===== src/hfmr_pkg.sv =====
// ----------------------------------------------------------------------------
// hfmr_pkg
// Shared types, result codes and the hex digit decode for the hex framed
// message receiver.
// ----------------------------------------------------------------------------
package hfmr_pkg;

	// default configuration
	localparam int        BUFFER_SIZE_DEF  = 128;
	localparam logic [7:0] START_MARKER_RST = 8'h41;

	// width of the run position field
	localparam int IDX_W = 6;

	// result codes
	typedef enum logic [2:0] {
		KIND_NONE    = 3'd0,
		KIND_DATA    = 3'd1,
		KIND_BAD_SUM = 3'd2,
		KIND_BAD_LEN = 3'd3,
		KIND_NO_DATA = 3'd4
	} kind_t;

	// controller states
	typedef enum logic [2:0] {
		S_HUNT,
		S_LEN_HI,
		S_LEN_LO,
		S_BODY,
		S_CHECK,
		S_RUN
	} state_t;

	// commands from controller to datapath
	typedef struct packed {
		logic  clear;
		logic  store;
		logic  sum_always;
		logic  take_len;
		logic  run_start;
		logic  load;
		kind_t load_kind;
	} cmd_t;

	// status from datapath to controller
	typedef struct packed {
		logic marker_hit;
		logic len_ok;
		logic body_done;
		logic sum_match;
		logic short_msg;
		logic run_last;
		logic out_free;
	} sts_t;

	// hex character to nibble, anything that is not a hex digit gives zero
	function automatic logic [3:0] nibble_of(input logic [7:0] c);
		case (c) inside
			[8'h30:8'h39]:                nibble_of = c[3:0];
			[8'h41:8'h46], [8'h61:8'h66]: nibble_of = c[3:0] + 4'd9;
			default:                      nibble_of = 4'd0;
		endcase
	endfunction

endpackage


===== src/hex_framed_message_receiver.sv =====
// ----------------------------------------------------------------------------
// hex_framed_message_receiver
// Receives hex framed messages one character per item, checks the checksum
// and delivers the decoded payload as a run of bytes.
// ----------------------------------------------------------------------------
// Each character is taken while the result slot is free, so a frame is
// received at one character per cycle. The check character of a good frame
// with data bytes starts a run that holds off input and delivers one
// decoded byte per cycle while the result slot is free, read from the
// registered read port of the pair store, which holds BUFFER_SIZE+1
// characters as (BUFFER_SIZE+1)/2 decoded pairs. Rejects, mismatches and
// short messages give a single result. The store needs no clearing pass
// after reset. The start marker may be written only while the block is idle.
module hex_framed_message_receiver #(
	parameter int BUFFER_SIZE = hfmr_pkg::BUFFER_SIZE_DEF
) (
	input  logic                        clk,
	input  logic                        arst_n,
	input  logic                        cfg_we,
	input  logic [7:0]                  cfg_data,
	input  logic                        in_valid,
	output logic                        in_ready,
	input  logic [7:0]                  rx_char,
	output logic                        out_valid,
	input  logic                        out_ready,
	output logic [2:0]                  kind,
	output logic [7:0]                  message_id,
	output logic [7:0]                  data_byte,
	output logic [hfmr_pkg::IDX_W-1:0]  byte_index,
	output logic                        last
);

	hfmr_pkg::cmd_t cmd;
	hfmr_pkg::sts_t sts;

	// frame controller
	hfmr_ctrl u_ctrl (
		.clk      (clk),
		.arst_n   (arst_n),
		.in_valid (in_valid),
		.in_ready (in_ready),
		.sts      (sts),
		.cmd      (cmd)
	);

	// datapath with pair store and result register
	hfmr_dpath #(
		.BUFFER_SIZE (BUFFER_SIZE)
	) u_dpath (
		.clk        (clk),
		.arst_n     (arst_n),
		.cfg_we     (cfg_we),
		.cfg_data   (cfg_data),
		.rx_char    (rx_char),
		.cmd        (cmd),
		.sts        (sts),
		.out_ready  (out_ready),
		.out_valid  (out_valid),
		.kind       (kind),
		.message_id (message_id),
		.data_byte  (data_byte),
		.byte_index (byte_index),
		.last       (last)
	);

endmodule


===== src/hfmr_ram.sv =====
// ----------------------------------------------------------------------------
// hfmr_ram
// Generic single write port, single read port RAM with registered read data.
// ----------------------------------------------------------------------------
module hfmr_ram #(
	parameter int WIDTH = 8,
	parameter int DEPTH = 64,
	localparam int AW = (DEPTH > 1) ? $clog2(DEPTH) : 1
) (
	input  logic             clk,
	input  logic             we,
	input  logic [AW-1:0]    waddr,
	input  logic [WIDTH-1:0] wdata,
	input  logic             re,
	input  logic [AW-1:0]    raddr,
	output logic [WIDTH-1:0] rdata
);

	logic [WIDTH-1:0] mem_q [DEPTH];
	logic [WIDTH-1:0] rdata_q;

	// write port and registered read port
	always_ff @(posedge clk) begin
		if (we) begin
			mem_q[waddr] <= wdata;
		end
		if (re) begin
			rdata_q <= mem_q[raddr];
		end
	end

	assign rdata = rdata_q;

endmodule


===== src/hfmr_dpath.sv =====
// ----------------------------------------------------------------------------
// hfmr_dpath
// Datapath of the receiver: character counter, running checksum, decoded
// pair store, run position counter and the result register.
// ----------------------------------------------------------------------------
module hfmr_dpath #(
	parameter int BUFFER_SIZE = hfmr_pkg::BUFFER_SIZE_DEF
) (
	input  logic                        clk,
	input  logic                        arst_n,
	input  logic                        cfg_we,
	input  logic [7:0]                  cfg_data,
	input  logic [7:0]                  rx_char,
	input  hfmr_pkg::cmd_t              cmd,
	output hfmr_pkg::sts_t              sts,
	input  logic                        out_ready,
	output logic                        out_valid,
	output logic [2:0]                  kind,
	output logic [7:0]                  message_id,
	output logic [7:0]                  data_byte,
	output logic [hfmr_pkg::IDX_W-1:0]  byte_index,
	output logic                        last
);

	localparam int CNT_W      = $clog2(BUFFER_SIZE + 2);
	localparam int K_W        = CNT_W - 1;
	localparam int PAIR_DEPTH = (BUFFER_SIZE + 1) / 2;
	localparam int AW         = $clog2(PAIR_DEPTH);

	logic [7:0]       marker_q;
	logic [CNT_W-1:0] count_q;
	logic [CNT_W-1:0] count_new;
	logic [7:0]       len_q;
	logic [7:0]       sum_q;
	logic [3:0]       nib0_q;
	logic [3:0]       nib1_q;
	logic [3:0]       nib_in;
	logic [7:0]       pair_byte;
	logic [7:0]       raw1_q;
	logic [7:0]       id_q;
	logic [K_W-1:0]   k_q;
	logic [K_W-1:0]   k_inc;
	logic [K_W-1:0]   pairs;
	logic             sum_add;
	logic             run_last;

	logic             ram_we;
	logic [AW-1:0]    ram_waddr;
	logic             ram_re;
	logic [AW-1:0]    ram_raddr;
	logic [7:0]       ram_rdata;

	logic                        out_valid_q;
	hfmr_pkg::kind_t             out_kind_q;
	logic [7:0]                  out_id_q;
	logic [7:0]                  out_data_q;
	logic [hfmr_pkg::IDX_W-1:0]  out_idx_q;
	logic                        out_last_q;
	logic [7:0]                  id_sel;
	logic [7:0]                  data_sel;
	logic [hfmr_pkg::IDX_W-1:0]  idx_sel;
	logic                        last_sel;
	logic                        out_free;

	// decode of the incoming character and the pair it completes
	assign nib_in    = hfmr_pkg::nibble_of(rx_char);
	assign pair_byte = {nib0_q, nib_in};
	assign count_new = count_q + CNT_W'(1);
	assign pairs     = count_q[CNT_W-1:1];
	assign k_inc     = k_q + K_W'(1);
	assign run_last  = (k_inc == pairs);
	assign sum_add   = cmd.sum_always || (9'(count_new) <= 9'(len_q));
	assign out_free  = !out_valid_q || out_ready;

	// status towards the controller
	always_comb begin
		sts.marker_hit = (rx_char == marker_q);
		sts.len_ok     = (9'(pair_byte) < 9'(BUFFER_SIZE));
		sts.body_done  = (9'(count_new) >= (9'(len_q) + 9'd2));
		sts.sum_match  = (sum_q == {nib1_q, nib0_q});
		sts.short_msg  = (pairs <= K_W'(2));
		sts.run_last   = run_last;
		sts.out_free   = out_free;
	end

	// start marker register
	always_ff @(posedge clk or negedge arst_n) begin
		if (!arst_n) begin
			marker_q <= hfmr_pkg::START_MARKER_RST;
		end else if (cfg_we) begin
			marker_q <= cfg_data;
		end
	end

	// character counter, length and checksum
	always_ff @(posedge clk or negedge arst_n) begin
		if (!arst_n) begin
			count_q <= '0;
			len_q   <= '0;
			sum_q   <= '0;
		end else begin
			if (cmd.clear) begin
				count_q <= '0;
				sum_q   <= '0;
			end else if (cmd.store) begin
				count_q <= count_new;
				if (sum_add) begin
					sum_q <= sum_q + rx_char;
				end
			end
			if (cmd.take_len) begin
				len_q <= pair_byte;
			end
		end
	end

	// last two nibbles, raw second character and decoded id
	always_ff @(posedge clk) begin
		if (cmd.store) begin
			nib0_q <= nib_in;
			nib1_q <= nib0_q;
			if (count_q == CNT_W'(1)) begin
				raw1_q <= rx_char;
			end
			if (count_q == CNT_W'(3)) begin
				id_q <= pair_byte;
			end
		end
	end

	// run position
	always_ff @(posedge clk) begin
		if (cmd.run_start) begin
			k_q <= K_W'(2);
		end else if (cmd.load && cmd.load_kind == hfmr_pkg::KIND_DATA) begin
			k_q <= k_inc;
		end
	end

	// decoded pair store, written as each odd position completes a pair
	assign ram_we    = cmd.store && count_q[0];
	assign ram_waddr = count_q[AW:1];
	assign ram_re    = cmd.run_start ||
	                   (cmd.load && cmd.load_kind == hfmr_pkg::KIND_DATA && !run_last);
	assign ram_raddr = cmd.run_start ? AW'(2) : k_inc[AW-1:0];

	hfmr_ram #(
		.WIDTH (8),
		.DEPTH (PAIR_DEPTH)
	) u_pair_ram (
		.clk   (clk),
		.we    (ram_we),
		.waddr (ram_waddr),
		.wdata (pair_byte),
		.re    (ram_re),
		.raddr (ram_raddr),
		.rdata (ram_rdata)
	);

	// result field selection
	always_comb begin
		id_sel   = 8'd0;
		data_sel = 8'd0;
		idx_sel  = '0;
		last_sel = 1'b1;
		case (cmd.load_kind)
			hfmr_pkg::KIND_DATA: begin
				id_sel   = id_q;
				data_sel = ram_rdata;
				idx_sel  = hfmr_pkg::IDX_W'(k_q - K_W'(2));
				last_sel = run_last;
			end
			hfmr_pkg::KIND_NO_DATA: begin
				id_sel = (pairs >= K_W'(2)) ? id_q : raw1_q;
			end
			default: begin
				id_sel = 8'd0;
			end
		endcase
	end

	// result register
	always_ff @(posedge clk or negedge arst_n) begin
		if (!arst_n) begin
			out_valid_q <= 1'b0;
		end else if (cmd.load) begin
			out_valid_q <= 1'b1;
		end else if (out_ready) begin
			out_valid_q <= 1'b0;
		end
	end

	always_ff @(posedge clk) begin
		if (cmd.load) begin
			out_kind_q <= cmd.load_kind;
			out_id_q   <= id_sel;
			out_data_q <= data_sel;
			out_idx_q  <= idx_sel;
			out_last_q <= last_sel;
		end
	end

	assign out_valid  = out_valid_q;
	assign kind       = out_kind_q;
	assign message_id = out_id_q;
	assign data_byte  = out_data_q;
	assign byte_index = out_idx_q;
	assign last       = out_last_q;

	// a held result is never overwritten
	a_no_overwrite: assert property (@(posedge clk) disable iff (!arst_n)
		cmd.load |-> (!out_valid_q || out_ready))
		else $error("result register overwritten while held");

	// the counter never runs past the store
	a_count_range: assert property (@(posedge clk) disable iff (!arst_n)
		count_q <= CNT_W'(BUFFER_SIZE + 1))
		else $error("character count beyond store depth");

	// store writes and run reads never meet in one cycle
	a_ram_ports: assert property (@(posedge clk) disable iff (!arst_n)
		!(ram_we && ram_re))
		else $error("pair store written and read together");

endmodule


===== src/hfmr_ctrl.sv =====
// ----------------------------------------------------------------------------
// hfmr_ctrl
// Frame controller: hunts for the start marker, walks through length, body
// and check, then drives the result run out of the pair store.
// ----------------------------------------------------------------------------
module hfmr_ctrl (
	input  logic            clk,
	input  logic            arst_n,
	input  logic            in_valid,
	output logic            in_ready,
	input  hfmr_pkg::sts_t  sts,
	output hfmr_pkg::cmd_t  cmd
);

	hfmr_pkg::state_t state_q;
	hfmr_pkg::state_t state_d;
	logic             accept;

	// characters are taken in every state but the run, once the result slot is free
	assign in_ready = (state_q != hfmr_pkg::S_RUN) && sts.out_free;
	assign accept   = in_valid && in_ready;

	// state register
	always_ff @(posedge clk or negedge arst_n) begin
		if (!arst_n) begin
			state_q <= hfmr_pkg::S_HUNT;
		end else begin
			state_q <= state_d;
		end
	end

	// next state
	always_comb begin
		state_d = state_q;
		case (state_q)
			hfmr_pkg::S_HUNT: begin
				if (accept && sts.marker_hit) state_d = hfmr_pkg::S_LEN_HI;
			end
			hfmr_pkg::S_LEN_HI: begin
				if (accept) state_d = hfmr_pkg::S_LEN_LO;
			end
			hfmr_pkg::S_LEN_LO: begin
				if (accept) state_d = sts.len_ok ? hfmr_pkg::S_BODY : hfmr_pkg::S_HUNT;
			end
			hfmr_pkg::S_BODY: begin
				if (accept && sts.body_done) state_d = hfmr_pkg::S_CHECK;
			end
			hfmr_pkg::S_CHECK: begin
				if (accept) begin
					state_d = (sts.sum_match && !sts.short_msg) ?
					          hfmr_pkg::S_RUN : hfmr_pkg::S_HUNT;
				end
			end
			hfmr_pkg::S_RUN: begin
				if (sts.out_free && sts.run_last) state_d = hfmr_pkg::S_HUNT;
			end
			default: begin
				state_d = hfmr_pkg::S_HUNT;
			end
		endcase
	end

	// commands
	always_comb begin
		cmd = '0;
		cmd.load_kind = hfmr_pkg::KIND_NONE;
		case (state_q)
			hfmr_pkg::S_HUNT: begin
				cmd.clear = accept && sts.marker_hit;
			end
			hfmr_pkg::S_LEN_HI: begin
				cmd.store      = accept;
				cmd.sum_always = 1'b1;
			end
			hfmr_pkg::S_LEN_LO: begin
				cmd.store      = accept;
				cmd.sum_always = 1'b1;
				cmd.take_len   = accept;
				cmd.load       = accept && !sts.len_ok;
				cmd.load_kind  = hfmr_pkg::KIND_BAD_LEN;
			end
			hfmr_pkg::S_BODY: begin
				cmd.store = accept;
			end
			hfmr_pkg::S_CHECK: begin
				if (accept) begin
					if (!sts.sum_match) begin
						cmd.load      = 1'b1;
						cmd.load_kind = hfmr_pkg::KIND_BAD_SUM;
					end else if (sts.short_msg) begin
						cmd.load      = 1'b1;
						cmd.load_kind = hfmr_pkg::KIND_NO_DATA;
					end else begin
						cmd.run_start = 1'b1;
					end
				end
			end
			hfmr_pkg::S_RUN: begin
				cmd.load      = sts.out_free;
				cmd.load_kind = hfmr_pkg::KIND_DATA;
			end
			default: begin
				cmd.load_kind = hfmr_pkg::KIND_NONE;
			end
		endcase
	end

	// the run finishes on its last byte
	a_run_exit: assert property (@(posedge clk) disable iff (!arst_n)
		(state_q == hfmr_pkg::S_RUN && sts.out_free && sts.run_last)
		|=> state_q == hfmr_pkg::S_HUNT)
		else $error("run did not end after its last byte");

	// a run only begins from the check state
	a_run_entry: assert property (@(posedge clk) disable iff (!arst_n)
		$rose(state_q == hfmr_pkg::S_RUN) |-> $past(cmd.run_start))
		else $error("run entered without a start");

	// no character is taken while the result slot is held
	a_in_gate: assert property (@(posedge clk) disable iff (!arst_n)
		accept |-> sts.out_free)
		else $error("item taken while result slot busy");

endmodule


===== config.mk =====
export PLATFORM = sky130hd
export DESIGN_NAME = hex_framed_message_receiver
export DESIGN_NICKNAME = d
export VERILOG_FILES = /design/src/hfmr_pkg.sv /design/src/hex_framed_message_receiver.sv /design/src/hfmr_ram.sv /design/src/hfmr_dpath.sv /design/src/hfmr_ctrl.sv
export SDC_FILE = /design/constraint.sdc
export NUM_CORES = 1
export LEC_CHECK = 0
export BUFFER_PORTS_ARGS = -buffer_cell sky130_fd_sc_hd__buf_4
export CORE_MARGIN = 1
export CORE_UTILIZATION = 35
export CTS_CLUSTER_SIZE = 10
export DETAILED_ROUTE_END_ITERATION = 6
export GPL_TIMING_DRIVEN = 0
export MAX_ROUTING_LAYER = met4
export PLACE_DENSITY = 0.61
export SYNTH_ARGS = -nofsm -noshare
export SYNTH_HDL_FRONTEND = slang
export SYNTH_HIERARCHICAL = 1
export SYNTH_SLANG_ARGS = --single-unit
export TNS_END_PERCENT = 10

===== constraint.sdc =====
create_clock -name clk -period 5.1 [get_ports clk]
set_clock_uncertainty 0.05 [all_clocks]
set_input_delay 1.53 -clock clk [delete_from_list [all_inputs] [get_ports clk]]
set_output_delay 1.53 -clock clk [all_outputs]
set_load 0.02 [all_outputs]

==> impl_results.md <==
- Die H: 271 um
- DIE AREA: 73700 sq um
- Fin nets: 1600
- Combinational family with the most area after synthesis: multiplexers
- DR vias: 13900
- Unrepaired setup endpoints after global routing: yes
- Final Max Tran Viols: 0
- Fmax: 0.191 GHz
- Seq/Total Area, Yosys: 71.5%
- Leak Pwr: 10.0 nW
- Largest net degree at the start of global routing: 68
- Deepest clock path buffer count: 3
- Fillcell total: 6350
- Hold Crit Start: u_dpath/k_q[6]$_SDFFE_PP0P_
- Critical path class: in2reg
- Post-synth EDFFs: 570
- CP Data Arrival Time: 5400 ps
- CP Max Fanout: 11
- Max_slew headroom: 34.5%
- Post-DR wirelength/cell: 25.0 um
- Inst Count DP: 2421
- Iteration-0 DRC Markers: 1428
- Worst Setup End Kind: register
- Setup Viol. Count Final: 79
- Min Tclk post-route: 5220 ps
- Share of layout cells above drive strength 1: 25.1%
- Max Cap Viol: 0
- Clock-pin slew of the registers on the worst-case setup and hold paths: 60 ps
- First-pass GRT wire length: 92400 um
- Port bufs: 47
- Die width: 271 um
- Slowest-stage cell, CP: nor2_1
- Synth top area share: 67.3%
- Setup ws final: -123 ps
- Worst path top cell family by delay: simple AND/OR/NAND/NOR gates
- Post-Layout Cell Count: 2518
- Most common cell on crit path: buf_4
- Adder-cell area share of the yosys netlist: 1.60%
- Synth Area in Simple Gates: 5.74%
- Leading cell types by count after synthesis: edfxtp_1 (570), mux4_2 (126), nor2_1 (122), nand2_1 (45), xnor2_1 (38)
- First-pass DRT Iterations: 7
- Mux share of post-synthesis cell area: 13.1%
- GRT Util Overall: 17.7%
- Worst r2r src: u_dpath/nib0_q[3]$_DFFE_PP_
- CP startpoint: out_ready
- Area of the core: 71600 sq um
- Sink Count: 613
- Worst hold path class: reg2reg
- CTS tree: yes
- Vias per cell: 5.51
- Worst path bufs/invs: 4
- Synth Area in Compound Gates: 4.11%
- H-tree depth: 3
- Yosys reg bits: 613
- Avg Cell Area, Syn: 18.0 sq um
- IO Pins: 49
- Worst-Skew Late Latency: 610 ps
- Remaining DRCs: 24
- Area Growth Syn to Fin: 16.0%
- Largest cells by area after synthesis: edfxtp_1 (67%), mux4_2 (11%), dfrtp_1 (3.3%)
- CTS buffer count: 72
- Violated checks: design-rule violations, negative setup slack
- Fin. Hold Viols: 0
- Initial antenna violation count: 3
- Post-Syn Nets: 1463
- Post-synthesis cell count: 1410
- Slew @ Worst Pin: 979 ps
- Distinct cells, synth: 77
- FFs w/ async S/R, synth: 5.87%
- GP Congestion: 0.925
- Starting Density: 35.5%
- Netlist area before placement: 25400 sq um
- Cell row count: 98
- WL final: 62900 um
- Outcome: complete, but fails checks
- Cts hold-fix bufs: 0
- Worst VDD drop: 253 uV
- Yosys warns: 6
- P per Cell Area: 390 nW/um^2
- Critical Path Source Type: primary input
- Most common cell in the synthesized netlist: edfxtp_1
- Final Cycle Share: 102%
- HPWL Detailed: 42200 um
- Vias in the first global route: 13900
- Post-Synth XOR/XNOR Area: 1.96%
- CP required: 5280 ps
- GR Overflow Total: 0
- Top FF cell, synth: edfxtp_1
- Post-route ant nets: 0
- Final Util: 41.2%
- Area leader, netlist: edfxtp_1
- CP max stage delay: 900 ps
- Worst-path cell chain: buf_4 -> nand2b_1 -> buf_4 -> buf_2 -> nand2_1 -> nor3_2 -> clkbuf_1 -> and2_1 -> nor2b_1 -> nand3_1 -> nor2_1
- CTS root buf: clkbuf_16
## placed cells by master, fill, tap and decap left out, types with 23 or more instances in the layout
cell type / n
clkbuf_16: 74
nor2_1: 99
inv_1: 24
mux4_2: 126
edfxtp_1: 570
nand2_1: 45
xnor2_1: 38
dfrtp_1: 34
clkbuf_1: 32
buf_4: 65
nand3_1: 25
a21oi_1: 29
mux2i_1: 23
ha_1: 31
## area by class of cell
class	count	area, sq um	area share [%]
sequential	613	18200	61.6
multi-input combinational	701	6870	23.3
clock buffer	87	1900	6.45
tap	950	1190	4.03
timing repair buffer	63	711	2.41
buffer	71	432	1.46
clock inverter	7	113	0.382
inverter	25	93.8	0.318
antenna	1	2.50	0.00849
## worst reg2reg max path, cell delays in order, from the launching register on
cell and delay, ps:
edfxtp_1 560, buf_16 250, xnor2_1 150, nand4_1 140, nor2_1 370, nand4_1 210, nor2_2 250, or2_2 160
buf_4 220, buf_4 320, buf_4 330, buf_2 410, nor2_1 120, nor4_1 430, nor3_2 130, o32ai_1 460
## where the power goes
part	internal, W	switching, W	leakage (nW)
logic	0.000421	0.000725	3.29
clock network	0.00266	0.00191	0.981
registers	0.00566	0.000123	5.75
total	0.00874	0.00276	10.0
## state kept, by name (all words and copies together) (netlist names)
register and cells:
u_dpath/u_pair_ram/mem_q 512, u_dpath/count_q 8, u_dpath/data_byte 8, u_dpath/id_q 8
u_dpath/len_q 8, u_dpath/marker_q 8, u_dpath/message_id 8, u_dpath/raw1_q 8
u_dpath/sum_q 8, u_dpath/u_pair_ram/rdata 8, u_dpath/k_q 7, u_dpath/byte_index 6
u_dpath/nib0_q 4, u_dpath/nib1_q 4, u_ctrl/state_q 3, u_dpath/kind 3
u_dpath/last 1, u_dpath/out_valid 1
## timing repair
| action | in CTS | in global routing |
|---|---|---|
| buffers inserted | 2 | 0 |
| gates resized for setup | 10 | 33 |
| endpoints found under the hold margin | 0 | 0 |
| endpoints found under the setup margin | 16 | 296 |
## layer usage
metal	wire [um]	up-vias	GRT usage (%)
met1	26300	7323	22.7
met3	4850	113	4.31
met5	0	-	-
met2	30000	557	27.2
li1	-	5888	-
met4	1830	0	6.37
## final timing paths
kind	cells past startpoint	to	slack, ps
hold reg to reg	2	u_dpath/k_q[6]$_SDFFE_PP0P_	460
max in group asynchronous	1	u_dpath/marker_q[0]$_DFFE_PN1P_	3750
setup reg to reg	15	u_dpath/u_pair_ram/rdata[6]$_DFFE_PP_	280
setup / recovery	11	u_dpath/u_pair_ram/mem_q[6][1]$_DFFE_PP_	-120
min in group asynchronous	1	u_dpath/len_q[5]$_DFFE_PN0P_	850
hold / removal	2	u_dpath/k_q[6]$_SDFFE_PP0P_	460
## cell families (layout without fill, tap and decap cells)
group / Yosys count / after routing
AO/OA/AOI/OAI: 145 / 145
adder cells (fa/ha/maj): 32 / 32
flip-flops: 613 / 613
other: 0 / 1
XOR/XNOR: 57 / 57
buffers and inverters: 96 / 253
multiplexers: 173 / 173
AND/OR/NAND/NOR: 294 / 294
## metrics by stage
stage | power [W] | setup WS (ps) | hold WS (ps) | instance area [sq um] | setup TNS (ps)
floorplan | 0.00661 | 469 | 420 | 25400 | 0
global placement | 0.00693 | -1510 | 434 | 27000 | -432800
detailed placement | 0.00698 | -1150 | 443 | 27300 | -220940
CTS | 0.0115 | 5.92 | 453 | 29400 | 0
global route | 0.0119 | -212 | 487 | 29500 | -16860
finish | 0.0115 | -123 | 457 | 29500 | -3810
Note: power is estimated with default switching activity, not from simulation.
